===== src/sv/rfs_pkg.sv =====
// Shared constants and types for the ring FIFO with search.
`default_nettype none

package rfs_pkg;

    // Default build sizes
    localparam int DEPTH_DEF      = 16;
    localparam int DATA_WIDTH_DEF = 32;

    // Fixed field widths on the ports
    localparam int ACTION_W    = 2;
    localparam int WORD_W      = 32;
    localparam int CAP_W       = 5;
    localparam int OCC_W       = 5;
    localparam int OUT_TDATA_W = 40;

    // Capacity after reset, before clamping to the built depth
    localparam int CAP_RESET = 16;

    // Request kinds carried on the input tuser
    typedef enum logic [ACTION_W-1:0] {
        ACT_PUSH   = 2'd0,
        ACT_POP    = 2'd1,
        ACT_SEARCH = 2'd2
    } t_action;

    // Memory port strobes from the sequencer to the store
    typedef struct packed {
        logic we;
        logic re;
    } t_mem_ctl;

endpackage

`default_nettype wire


===== src/sv/ring_fifo_with_search.sv =====
// Top level of the ring FIFO with search.
//
//  channel  | direction | signals                         | payload
//  ---------+-----------+---------------------------------+------------------------------
//  cfg      | in        | i_cfg_valid/o_cfg_ready         | i_cfg_data: capacity
//  s        | in        | i_s_tvalid/o_s_tready           | tuser: action, tdata: data_in
//  m        | out       | o_m_tvalid/i_m_tready           | tuser: ok, tdata: data_out, occ
//
// Result is valid in the cycle after the request transfer for a push, a refused pop,
// an unused code or a search of an empty FIFO; a pop passes through ST_POP (one registered
// read), a search through ST_SRCH (one stored entry compared per cycle) before ST_DONE.
// The result then waits on o_m_tready, and the block returns to idle after its
// transfer; one request is in flight at a time. Synchronous active-low reset
// empties the FIFO, capacity 16 clamped to DEPTH; a capacity write also empties it.
`default_nettype none

module ring_fifo_with_search #(
    parameter int DEPTH      = rfs_pkg::DEPTH_DEF,
    parameter int DATA_WIDTH = rfs_pkg::DATA_WIDTH_DEF
) (
    input  wire                                i_clk,
    input  wire                                i_rst_n,
    // capacity register write
    input  wire                                i_cfg_valid,
    output logic                               o_cfg_ready,
    input  wire  [rfs_pkg::CAP_W-1:0]          i_cfg_data,
    // requests
    input  wire                                i_s_tvalid,
    output logic                               o_s_tready,
    input  wire  [rfs_pkg::WORD_W-1:0]         i_s_tdata,   // [31:0] data_in
    input  wire  [rfs_pkg::ACTION_W-1:0]       i_s_tuser,   // [1:0] action
    // results
    output logic                               o_m_tvalid,
    input  wire                                i_m_tready,
    output logic [rfs_pkg::OUT_TDATA_W-1:0]    o_m_tdata,   // [31:0] data_out, [36:32] occupancy
    output logic                               o_m_tuser    // [0] ok
);
    import rfs_pkg::*;

    localparam int AW = (DEPTH > 1) ? $clog2(DEPTH) : 1;
    localparam int CW = $clog2(DEPTH + 1);

    t_mem_ctl              w_ctl;
    logic [AW-1:0]         w_waddr;
    logic [AW-1:0]         w_raddr;
    logic [DATA_WIDTH-1:0] w_wdata;
    logic [DATA_WIDTH-1:0] w_key;
    logic [DATA_WIDTH-1:0] w_rdata;
    logic                  w_match;
    logic [WORD_W-1:0]     w_dout;
    logic [OCC_W-1:0]      w_occ;

    rfs_seq #(
        .DEPTH      (DEPTH),
        .DATA_WIDTH (DATA_WIDTH),
        .AW         (AW),
        .CW         (CW)
    ) u_seq (
        .i_clk       (i_clk),
        .i_rst_n     (i_rst_n),
        .i_cfg_valid (i_cfg_valid),
        .o_cfg_ready (o_cfg_ready),
        .i_cfg_data  (i_cfg_data),
        .i_req_valid (i_s_tvalid),
        .o_req_ready (o_s_tready),
        .i_action    (i_s_tuser),
        .i_data_in   (i_s_tdata),
        .o_res_valid (o_m_tvalid),
        .i_res_ready (i_m_tready),
        .o_ok        (o_m_tuser),
        .o_data_out  (w_dout),
        .o_occupancy (w_occ),
        .o_ctl       (w_ctl),
        .o_waddr     (w_waddr),
        .o_wdata     (w_wdata),
        .o_raddr     (w_raddr),
        .o_key       (w_key),
        .i_rdata     (w_rdata),
        .i_match     (w_match)
    );

    rfs_store #(
        .DEPTH      (DEPTH),
        .DATA_WIDTH (DATA_WIDTH),
        .AW         (AW)
    ) u_store (
        .i_clk   (i_clk),
        .i_ctl   (w_ctl),
        .i_waddr (w_waddr),
        .i_wdata (w_wdata),
        .i_raddr (w_raddr),
        .i_key   (w_key),
        .o_rdata (w_rdata),
        .o_match (w_match)
    );

    // Result packing, zero padded to whole bytes
    assign o_m_tdata = {{(OUT_TDATA_W - OCC_W - WORD_W){1'b0}}, w_occ, w_dout};

endmodule

`default_nettype wire


===== src/sv/rfs_store.sv =====
// Slot memory with registered read port and the shared word comparator.
`default_nettype none

module rfs_store #(
    parameter int DEPTH      = rfs_pkg::DEPTH_DEF,
    parameter int DATA_WIDTH = rfs_pkg::DATA_WIDTH_DEF,
    parameter int AW         = 4
) (
    input  wire                   i_clk,
    input  rfs_pkg::t_mem_ctl     i_ctl,
    input  wire  [AW-1:0]         i_waddr,
    input  wire  [DATA_WIDTH-1:0] i_wdata,
    input  wire  [AW-1:0]         i_raddr,
    input  wire  [DATA_WIDTH-1:0] i_key,
    output logic [DATA_WIDTH-1:0] o_rdata,
    output logic                  o_match
);
    import rfs_pkg::*;

    logic [DATA_WIDTH-1:0] r_mem [DEPTH];
    logic [DATA_WIDTH-1:0] r_rdata;

    // Single write port
    always_ff @(posedge i_clk) begin
        if (i_ctl.we) begin
            r_mem[i_waddr] <= i_wdata;
        end
    end

    // Single read port, data registered
    always_ff @(posedge i_clk) begin
        if (i_ctl.re) begin
            r_rdata <= r_mem[i_raddr];
        end
    end

    assign o_rdata = r_rdata;

    // Comparator shared by every step of a search
    assign o_match = (r_rdata == i_key);

endmodule

`default_nettype wire


===== src/sv/rfs_seq.sv =====
// Request sequencer: pointers, fill count, capacity and the result register.
`default_nettype none

module rfs_seq #(
    parameter int DEPTH      = rfs_pkg::DEPTH_DEF,
    parameter int DATA_WIDTH = rfs_pkg::DATA_WIDTH_DEF,
    parameter int AW         = 4,
    parameter int CW         = 5
) (
    input  wire                           i_clk,
    input  wire                           i_rst_n,
    // capacity write
    input  wire                           i_cfg_valid,
    output logic                          o_cfg_ready,
    input  wire  [rfs_pkg::CAP_W-1:0]     i_cfg_data,
    // request
    input  wire                           i_req_valid,
    output logic                          o_req_ready,
    input  wire  [rfs_pkg::ACTION_W-1:0]  i_action,
    input  wire  [rfs_pkg::WORD_W-1:0]    i_data_in,
    // result
    output logic                          o_res_valid,
    input  wire                           i_res_ready,
    output logic                          o_ok,
    output logic [rfs_pkg::WORD_W-1:0]    o_data_out,
    output logic [rfs_pkg::OCC_W-1:0]     o_occupancy,
    // store
    output rfs_pkg::t_mem_ctl             o_ctl,
    output logic [AW-1:0]                 o_waddr,
    output logic [DATA_WIDTH-1:0]         o_wdata,
    output logic [AW-1:0]                 o_raddr,
    output logic [DATA_WIDTH-1:0]         o_key,
    input  wire  [DATA_WIDTH-1:0]         i_rdata,
    input  wire                           i_match
);
    import rfs_pkg::*;

    localparam int RST_CAP = (CAP_RESET > DEPTH) ? DEPTH : CAP_RESET;

    typedef enum logic [3:0] {
        ST_IDLE = 4'b0001,
        ST_POP  = 4'b0010,
        ST_SRCH = 4'b0100,
        ST_DONE = 4'b1000
    } t_state;

    t_state                r_state, n_state;
    logic [CW-1:0]         r_eff_cap, n_eff_cap;
    logic [AW-1:0]         r_wp, n_wp;
    logic [AW-1:0]         r_rp, n_rp;
    logic [CW-1:0]         r_fill, n_fill;
    logic [AW-1:0]         r_ptr, n_ptr;
    logic [CW-1:0]         r_cnt, n_cnt;
    logic [DATA_WIDTH-1:0] r_key, n_key;
    logic                  r_ok, n_ok;
    logic [WORD_W-1:0]     r_dout, n_dout;

    logic                        w_cfg_fire;
    logic                        w_req_fire;
    logic [31:0]                 w_cfg_ext;
    logic [31:0]                 w_eff32;
    logic [DATA_WIDTH+WORD_W-1:0] w_din_ext;
    logic [DATA_WIDTH+WORD_W-1:0] w_rd_ext;
    logic [CW+OCC_W-1:0]         w_occ_ext;
    logic [DATA_WIDTH-1:0]       w_word;

    // Next position, wrapping at the effective capacity
    function automatic logic [AW-1:0] f_adv(input logic [AW-1:0] pos,
                                            input logic [CW-1:0] cap);
        logic [CW-1:0] nxt;
        nxt = CW'(pos) + CW'(1);
        return (nxt >= cap) ? '0 : nxt[AW-1:0];
    endfunction

    assign w_cfg_fire = i_cfg_valid && o_cfg_ready;
    assign w_req_fire = i_req_valid && o_req_ready;

    // Clamp capacity: zero acts as one, above depth acts as depth
    assign w_cfg_ext = 32'(i_cfg_data);
    assign w_eff32   = (w_cfg_ext == 32'd0) ? 32'd1 :
                       (w_cfg_ext > 32'(DEPTH)) ? 32'(DEPTH) : w_cfg_ext;

    // Word size conversions between ports and storage
    assign w_din_ext = {{DATA_WIDTH{1'b0}}, i_data_in};
    assign w_word    = w_din_ext[DATA_WIDTH-1:0];
    assign w_rd_ext  = {{WORD_W{1'b0}}, i_rdata};
    assign w_occ_ext = {{OCC_W{1'b0}}, r_fill};

    // Sequencer
    always_comb begin
        n_state   = r_state;
        n_eff_cap = r_eff_cap;
        n_wp      = r_wp;
        n_rp      = r_rp;
        n_fill    = r_fill;
        n_ptr     = r_ptr;
        n_cnt     = r_cnt;
        n_key     = r_key;
        n_ok      = r_ok;
        n_dout    = r_dout;
        o_ctl     = '0;
        o_raddr   = r_rp;
        case (r_state)
            ST_IDLE: begin
                if (w_cfg_fire) begin
                    n_eff_cap = w_eff32[CW-1:0];
                    n_wp      = '0;
                    n_rp      = '0;
                    n_fill    = '0;
                end else if (w_req_fire) begin
                    n_ok    = 1'b0;
                    n_dout  = '0;
                    n_state = ST_DONE;
                    case (t_action'(i_action))
                        ACT_PUSH: begin
                            if (r_fill < r_eff_cap) begin
                                o_ctl.we = 1'b1;
                                n_wp     = f_adv(r_wp, r_eff_cap);
                                n_fill   = r_fill + CW'(1);
                                n_ok     = 1'b1;
                            end
                        end
                        ACT_POP: begin
                            if (r_fill != '0) begin
                                o_ctl.re = 1'b1;
                                n_state  = ST_POP;
                            end
                        end
                        ACT_SEARCH: begin
                            if (r_fill != '0) begin
                                o_ctl.re = 1'b1;
                                n_ptr    = f_adv(r_rp, r_eff_cap);
                                n_cnt    = r_fill;
                                n_key    = w_word;
                                n_state  = ST_SRCH;
                            end
                        end
                        default: begin
                            n_state = ST_DONE;
                        end
                    endcase
                end
            end
            ST_POP: begin
                n_dout  = w_rd_ext[WORD_W-1:0];
                n_rp    = f_adv(r_rp, r_eff_cap);
                n_fill  = r_fill - CW'(1);
                n_ok    = 1'b1;
                n_state = ST_DONE;
            end
            ST_SRCH: begin
                // compare the entry read last cycle, fetch the next one
                if (i_match) begin
                    n_ok    = 1'b1;
                    n_state = ST_DONE;
                end else if (r_cnt == CW'(1)) begin
                    n_state = ST_DONE;
                end else begin
                    o_ctl.re = 1'b1;
                    o_raddr  = r_ptr;
                    n_ptr    = f_adv(r_ptr, r_eff_cap);
                    n_cnt    = r_cnt - CW'(1);
                end
            end
            ST_DONE: begin
                if (i_res_ready) begin
                    n_state = ST_IDLE;
                end
            end
            default: begin
                n_state = ST_IDLE;
            end
        endcase
    end

    // Control state
    always_ff @(posedge i_clk) begin
        if (!i_rst_n) begin
            r_state   <= ST_IDLE;
            r_eff_cap <= CW'(RST_CAP);
            r_wp      <= '0;
            r_rp      <= '0;
            r_fill    <= '0;
            r_ptr     <= '0;
            r_cnt     <= '0;
        end else begin
            r_state   <= n_state;
            r_eff_cap <= n_eff_cap;
            r_wp      <= n_wp;
            r_rp      <= n_rp;
            r_fill    <= n_fill;
            r_ptr     <= n_ptr;
            r_cnt     <= n_cnt;
        end
    end

    // Payload
    always_ff @(posedge i_clk) begin
        r_key  <= n_key;
        r_ok   <= n_ok;
        r_dout <= n_dout;
    end

    assign o_cfg_ready = (r_state == ST_IDLE);
    assign o_req_ready = (r_state == ST_IDLE) && !i_cfg_valid;
    assign o_res_valid = (r_state == ST_DONE);
    assign o_ok        = r_ok;
    assign o_data_out  = r_dout;
    assign o_occupancy = w_occ_ext[OCC_W-1:0];
    assign o_waddr     = r_wp;
    assign o_wdata     = w_word;
    assign o_key       = r_key;

endmodule

`default_nettype wire


===== config.mk =====
export PLATFORM = sky130hd
export DESIGN_NAME = ring_fifo_with_search
export DESIGN_NICKNAME = d
export VERILOG_FILES = /design/src/sv/rfs_pkg.sv /design/src/sv/ring_fifo_with_search.sv /design/src/sv/rfs_store.sv /design/src/sv/rfs_seq.sv
export SDC_FILE = /design/constraint.sdc
export NUM_CORES = 1
export LEC_CHECK = 0
export BUFFER_PORTS_ARGS = -buffer_cell sky130_fd_sc_hd__buf_2
export CAP_MARGIN = 20
export CORE_ASPECT_RATIO = 0.75
export CORE_MARGIN = 4
export CORE_UTILIZATION = 56
export CTS_CLUSTER_DIAMETER = 60
export CTS_CLUSTER_SIZE = 25
export DETAILED_ROUTE_END_ITERATION = 10
export PLACE_DENSITY = 0.81
export SYNTH_ARGS = -nofsm -noshare
export SYNTH_HDL_FRONTEND = slang
export SYNTH_SLANG_ARGS = --single-unit

===== constraint.sdc =====
create_clock -name i_clk -period 5.3 [get_ports i_clk]
set_input_delay 1.59 -clock i_clk [delete_from_list [all_inputs] [get_ports i_clk]]
set_output_delay 1.59 -clock i_clk [all_outputs]
set_load 0.02 [all_outputs]

# After elaboration in Yosys (flattened, before gate mapping)
# Memories as Yosys holds them, arrays and structs flattened. A register that Yosys moved wholly into a read port is not among the register bits.
# Index checks and enable logic that the tools add are counted.
# totals
elab_cells	128
input_bits	44
mem_count	1
regBits	96
out_inout_bits	44
mem_bits_rw	512
# memory_table
name	depth	word_bits	rd	rd_clocked_by_memory_dff	wr	line	source
u_store.r_mem	16	32	1	1	1	rfs_store.sv:20	logic [DATA_WIDTH-1:0] r_mem [DEPTH];
# op_classes
n_bitwise	1
mux	61
n_eq_ne	21
order_cmp	5
n_reduce_logical	23
addsub	6
# ops
op	n
two-way mux 4 bit	24
two-way mux 32 bit	2
case mux 32 bit (2 select lines)	1
two-way mux 5 bit	12
equality test 32 bit	1
zero test 32 bit	1
case mux 4 bit (2 select lines)	3
case mux 5 bit (2 select lines)	2
case mux 4 bit (4 select lines)	1
AND reduction 4 bit	4
adder 4 x 1 -> 5 bit (second input constant)	3
>= comparator 5 bit	3
!= test 2 bit (second input constant)	7
two-way mux 1 bit	12
nonzero test 2 bit	5
subtractor 5 x 1 -> 5 bit (second input constant)	2
!= test 3 bit (second input constant)	3
AND reduction 7 bit	1
adder 5 x 1 -> 5 bit (second input constant)	1
equality test 5 x 1 -> 1 bit (second input constant)	1
greater-than comparator 5 bit (second input constant)	1
< comparator 5 bit	1
AND reduction 5 bit	1
nonzero test 5 bit	1
other kinds (19)	24

# Logic depth before layout (Yosys ltp)
# depth
depth_word	8
depth_mapped	10
mapped_depth_nobuf	10

# Hierarchy
# Synthesis repeated with hierarchy kept, for this count alone.
# unflattened
cells_unflattened	1315
area_unflattened_um2	25343.1
# by_module_without_submodules
mod	cells_each	area_each_um2	seq_area_each_um2	instances
rfs_store	881	20502.2	16335.7	1
rfs_seq	430	4814.6	2572.5	1
ring_fifo_with_search	4	26.3	0.0	1

# Worst setup path after synthesis
# No wires, ideal clock.
# synth_path
path_kind	in2reg
start	input port i_cfg_valid
end	memory u_store.r_mem[0][0] (netlist name) (enable)
setup_ns	0.461
required_time_ns	4.839
slack_ns	-0.105
n_path_buf	1
path_stages	5
arrival_time_ns	4.944
cell_sequence	nor2b_1 o2111a_1 clkbuf_1 nand2_1 nor3_1
# synth_between
elab_chain_len	8
word_cells_on_any_way	9
classes_between	5 x mux; 4 x reduce/logical
# synth_lines
element	line	source
start: declaration	ring_fifo_with_search.sv:24	input wire i_cfg_valid,
zero test 1 bit	rfs_seq.sv:205	assign o_req_ready = (r_state == ST_IDLE) && !i_cfg_valid;
logical AND 1 bit	rfs_seq.sv:205	
logical AND 1 bit	rfs_seq.sv:76	assign w_req_fire = i_req_valid && o_req_ready;
two-way mux 2 bit	rfs_seq.sv:110	end else if (w_req_fire) begin
two-way mux 2 bit *	rfs_seq.sv:105	if (w_cfg_fire) begin
two-way mux 1 bit *	rfs_seq.sv:103	case (r_state)
two-way mux 1 bit *	rfs_store.sv:25	if (i_ctl.we) begin
two-way mux 1 bit (not written as such) *	rfs_store.sv:26	r_mem[i_waddr] <= i_wdata;
end: declaration	rfs_store.sv:20	
# Every way passes the cells marked *; elsewhere a longest branch is shown, timed or not.

# Final worst setup path
# layout_path
start	register u_store.r_rdata[24], in the netlist u_store.o_rdata[24], read port of u_store.r_mem
end	register u_store.r_rdata[25], in the netlist u_store.o_rdata[25], read port of u_store.r_mem (data pin)
# layout_between
elab_chain_len	3
word_cells_on_any_way	5
classes_between	1 x eq/ne; 4 x mux
# layout_lines
element	line	source
start: declaration	rfs_store.sv:21	logic [DATA_WIDTH-1:0] r_rdata;
equality test 32 bit *	rfs_store.sv:40	assign o_match = (r_rdata == i_key);
two-way mux 1 bit or two-way mux 4 bit (tied branches)	rfs_seq.sv:153	if (i_match) begin
case mux 1 bit (2 select lines) or two-way mux 4 bit (tied branches)	rfs_seq.sv:103	
# Marked as above.
# A chain may end at the register's enable or synchronous reset.

==> impl_results.html <==
<table>
<tr><th>Metric</th><th>Value</th></tr>
<tr><th colspan="2">Outcome</th></tr>
<tr><td>Result of the run</td><td>finished, final reports clean</td></tr>
<tr><th colspan="2">Timing</th></tr>
<tr><td>Clock Skews</td><td>0.03032 ns</td></tr>
<tr><td>Setup tns final</td><td>0 ns</td></tr>
<tr><td>Setup WS post-layout</td><td>between 0.6 and 0.7 ns</td></tr>
<tr><td>Setup violation total in the final timing report</td><td>0</td></tr>
<tr><td>Number of max-slew violations in the final report</td><td>0</td></tr>
<tr><td>RSZ-0062 raised after global routing</td><td>no</td></tr>
<tr><td>Minimum clock period after layout</td><td>between 4 and 5 ns</td></tr>
<tr><td>Final worst-path cycle share</td><td>0.8707</td></tr>
<tr><td>Number of hold-slack violations in the final timing report</td><td>0</td></tr>
<tr><td>Fmax achieved</td><td>around 220 MHz</td></tr>
<tr><td>Slew of the pin with the lowest slew margin</td><td>approximately 1.2 ns</td></tr>
<tr><td>Worst slew margin relative to its limit</td><td>0.2320</td></tr>
<tr><th colspan="2">Placed design</th></tr>
<tr><td>Post-placement setup slack</td><td>0.8365 ns</td></tr>
<tr><td>IO buf count</td><td>84</td></tr>
<tr><td>DP HPWL</td><td>36350 um</td></tr>
<tr><td>Final RePlAce weighted congestion</td><td>between 0.8 and 0.9</td></tr>
<tr><td>Placed cell areas</td><td>approximately 0.027 mm^2</td></tr>
<tr><th colspan="2">Drt</th></tr>
<tr><td>Total vias in the final route</td><td>approximately 14000</td></tr>
<tr><td>Post-route antenna net violation count</td><td>0</td></tr>
<tr><td>DRC violations left</td><td>0</td></tr>
<tr><td>Wire per inst</td><td>roughly 26 um</td></tr>
<tr><td>Drt total wl</td><td>approximately 58000 um</td></tr>
<tr><td>Violation count after the first detailed-route iteration</td><td>between 1500 and 2000</td></tr>
<tr><td>Pre-Repair DR Iteration Count</td><td>5</td></tr>
<tr><td>Via density per instance</td><td>between 6 and 7</td></tr>
<tr><th colspan="2">Clock tree</th></tr>
<tr><td>Post-cts sizing count</td><td>0</td></tr>
<tr><td>CTS tree</td><td>built</td></tr>
<tr><td>Sink Count</td><td>640</td></tr>
<tr><td>Clock Path Buffers</td><td>3</td></tr>
<tr><td>Hold-fix buffer count after cts</td><td>0</td></tr>
<tr><td>Clk Latency, worst-skew pair</td><td>0.64 ns</td></tr>
<tr><td>Worst-path clk slew</td><td>approximately 0.09 ns</td></tr>
<tr><td>Number of buffers added by the clock tree synthesis step</td><td>31</td></tr>
<tr><td>Buffer count from post-CTS setup fixing</td><td>0</td></tr>
<tr><td>Clock Tree Root</td><td>clkbuf_16</td></tr>
<tr><td>CTS H-Tree Depth</td><td>1</td></tr>
<tr><th colspan="2">Final layout</th></tr>
<tr><td>Final Util</td><td>0.6194</td></tr>
<tr><td>Area taken by flip-flops and latches</td><td>approximately 0.019 mm^2</td></tr>
<tr><td>Number of filler cells placed in the layout</td><td>~3100</td></tr>
<tr><td>Area of all placed cells without fillers</td><td>about 0.028 mm^2</td></tr>
<tr><td>Number of nets in the final layout</td><td>between 1500 and 2000</td></tr>
<tr><td>Most common library cell in the layout ignoring fill and taps</td><td>edfxtp_1</td></tr>
<tr><td>Area of the multi-input gates</td><td>0.006138 mm^2</td></tr>
<tr><td>Synthesis-to-finish area growth</td><td>9.335%</td></tr>
<tr><td>Most frequent cells in the layout</td><td>609 x edfxtp_1, 261 x mux2i_1, 133 x o22ai_1</td></tr>
<tr><td>Layout cells sized above 1</td><td>0.1187</td></tr>
<tr><th colspan="2">Floorplan</th></tr>
<tr><td>Boundary pin count</td><td>between 80 and 90</td></tr>
<tr><td>Core region area</td><td>between 0.04 and 0.05 mm^2</td></tr>
<tr><td>Starting utilization of the core area</td><td>0.5665</td></tr>
<tr><td>Die Wd</td><td>around 250 um</td></tr>
<tr><td>Area enclosed by the die boundary</td><td>0.04861 mm^2</td></tr>
<tr><td>Number of placement rows</td><td>between 60 and 70</td></tr>
<tr><td>Die H</td><td>~190 um</td></tr>
<tr><th colspan="2">Global routing</th></tr>
<tr><td>Wire length of the first global-routing pass</td><td>84810 um</td></tr>
<tr><td>Total congestion overflow after global routing</td><td>0</td></tr>
<tr><td>Antenna violations before repair</td><td>4</td></tr>
<tr><td>Pin count of the biggest net entering global routing</td><td>46</td></tr>
<tr><td>Vias in the first global route</td><td>13350</td></tr>
<tr><td>Total Routing Usage GR</td><td>0.2348</td></tr>
<tr><th colspan="2">Synth</th></tr>
<tr><td>Async set-reset flop share out of synthesis</td><td>0</td></tr>
<tr><td>Synthesized cell area</td><td>~0.025 mm^2</td></tr>
<tr><td>Predominant post-synthesis flop cell</td><td>edfxtp_1</td></tr>
<tr><td>Fraction of the yosys area taken by sequential cells</td><td>0.7484</td></tr>
<tr><td>Post-synthesis area per instance</td><td>about 17 um^2</td></tr>
<tr><td>Number of enable-type register cells in the synthesized netlist</td><td>609</td></tr>
<tr><td>Yosys warning count</td><td>0</td></tr>
<tr><td>Count of cell types in the netlist</td><td>52</td></tr>
<tr><td>Number of instances in the synthesized netlist</td><td>roughly 1500</td></tr>
<tr><td>Top post-synthesis cells by area</td><td>edfxtp_1 72%, mux2i_1 10%, o22ai_1 3.3%</td></tr>
<tr><td>Area share of the leading cell type in the synthesized netlist</td><td>0.7239</td></tr>
<tr><td>Register bit total from synthesis</td><td>640</td></tr>
<tr><td>Largest area contributor in the netlist</td><td>edfxtp_1</td></tr>
<tr><th colspan="2">Power</th></tr>
<tr><td>Internal power</td><td>6.866 mW</td></tr>
<tr><td>Part of the total power dissipated in the clock network</td><td>0.318</td></tr>
<tr><td>Post-route total power</td><td>a little under 9 mW</td></tr>
<tr><td>Largest vdd supply drop</td><td>approximately 280 uV</td></tr>
<tr><td>Total net switching power</td><td>1.785 mW</td></tr>
<tr><td>Total power density per cell area</td><td>about 310 mW/mm^2</td></tr>
<tr><td>Proportion of total power due to net switching</td><td>0.2064</td></tr>
<tr><td>Leak pwr</td><td>between 10 and 15 nW</td></tr>
<tr><td>Proportion of power drawn by combinational gates</td><td>0.037</td></tr>
<tr><td>Reg power frac</td><td>0.646</td></tr>
<tr><th colspan="2">Min path</th></tr>
<tr><td>Type of the tightest min-delay check</td><td>reg2reg</td></tr>
<tr><th colspan="2">Critical path</th></tr>
<tr><td>Required time worst endpoint</td><td>between 5 and 6 ns</td></tr>
<tr><td>Critical path launch point type</td><td>flip-flop</td></tr>
<tr><td>Biggest cell delay along the critical path</td><td>roughly 0.72 ns</td></tr>
<tr><td>Kind of critical path</td><td>reg2reg</td></tr>
<tr><td>Slowest cell on the critical path</td><td>nor4_2</td></tr>
<tr><td>Crit-path cells</td><td>xnor2_1, nand4_1, nor4_2, a211oi_4, mux2i_4, buf_4, mux2i_1, o22ai_1, or4_1</td></tr>
<tr><td>Max FO, Critical Path</td><td>29</td></tr>
<tr><td>Arrival time of the worst setup path</td><td>approximately 5 ns</td></tr>
<tr><td>CP endpoint kind</td><td>flip-flop</td></tr>
<tr><th colspan="2">Run</th></tr>
<tr><td>Count of maximum capacitance violations</td><td>0</td></tr>
</table>
sequential cells by signal, summed over array words and instances, names as in the netlist, 5 cells and up:
signal             count
u_seq.o_data_out      32
u_seq.o_key           32
u_seq.o_occupancy      5
u_seq.r_cnt            5
u_seq.r_eff_cap        5
u_store.o_rdata       32
u_store.r_mem        512
logic make-up after synthesis:
family,count (synthesis),synth area share
buffers and inverters,90,0.01545
muxes,264,0.1047
xor gates and xnor gates,39,0.01352
adders and majority gates,33,0.01634
AOI/OAI and AO/OA,197,0.04997
DFF,640,0.7484
and+or+nand+nor,231,0.05146
other,1,0.0001484
final cells by class:
type | instances | share of cell area
Antenna cell | 3 | 0.0002718
Tap cell | 586 | 0.02654
Inverter | 18 | 0.002446
Clock buffer | 51 | 0.03153
Sequential cell | 640 | 0.6845
Clock inverter | 7 | 0.003941
Timing Repair Buffer | 118 | 0.02854
Multi-Input combinational cell | 767 | 0.2222
synth_stat cells (all sizes together) (4+ instances only):
cell    number
inv         17
nor2        42
xnor2       35
a211oi       5
a21o         9
ha          33
nor3         9
nand3b       7
mux2i      262
nor3b        4
clkbuf      27
nor2b        8
nand2b      12
nand4        8
and2        38
xor2         4
a21oi       19
nand3       14
o22ai      133
o21ai       14
dfxtp       31
nor4b        4
edfxtp     609
buf         45
or4         32
nand2       41
path summary, 6_finish.rpt:
| kind | depth (start not counted) | endpoint | slack [ns] | startpoint |
|---|---|---|---|---|
| setup / recovery | 9 | u_store.o_rdata[25]$_DFFE_PP_ | 0.69 | u_store.o_rdata[24]$_DFFE_PP_ |
| hold / removal | 2 | u_seq.r_eff_cap[4]$_SDFFE_PN1P_ | 0.47 | u_seq.r_eff_cap[4]$_SDFFE_PN1P_ |
| setup reg to reg | 9 | u_store.o_rdata[25]$_DFFE_PP_ | 0.69 | u_store.o_rdata[24]$_DFFE_PP_ |
| hold reg to reg | 2 | u_seq.r_eff_cap[4]$_SDFFE_PN1P_ | 0.47 | u_seq.r_eff_cap[4]$_SDFFE_PN1P_ |
worst max-delay path, delay by kind of cell, from the launching register on:
kind / cells / cell delay [ns]
and+or+nand+nor: 3 / 1.50
xor gates and xnor gates: 1 / 0.45
AOI/OAI and AO/OA: 2 / 0.41
DFF: 1 / 0.51
buffers and inverters: 1 / 0.56
muxes: 2 / 0.91
power groups by stage:
stage,logic (mW),registers (mW),clock network (mW)
after global routing,0.346,5.59,2.99
after floorplan,0.128,5.73,0
final,0.319,5.59,2.75
after CTS,0.315,5.59,2.77
after global placement,0.304,5.70,0
after detailed placement,0.314,5.70,0
layer usage:
layer,part of all wire,global-route usage,routed length (um),vias up
met2,0.49,0.3950,28560,652
met5,0,0,0,-
met1,0.39,0.3187,22700,6890
met4,0.035,0.07655,2008,0
met3,0.080,0.03777,4606,107
li1,-,-,-,6018
stage by stage:
step	hold slack, ns	instances
floorplan	0.4405	1497
global placement	0.4509	2124
detailed placement	0.4585	2124
CTS	0.4745	2182
global route	0.5000	2189
finish	0.4741	2190
Note: power is estimated with default switching activity, not from simulation.
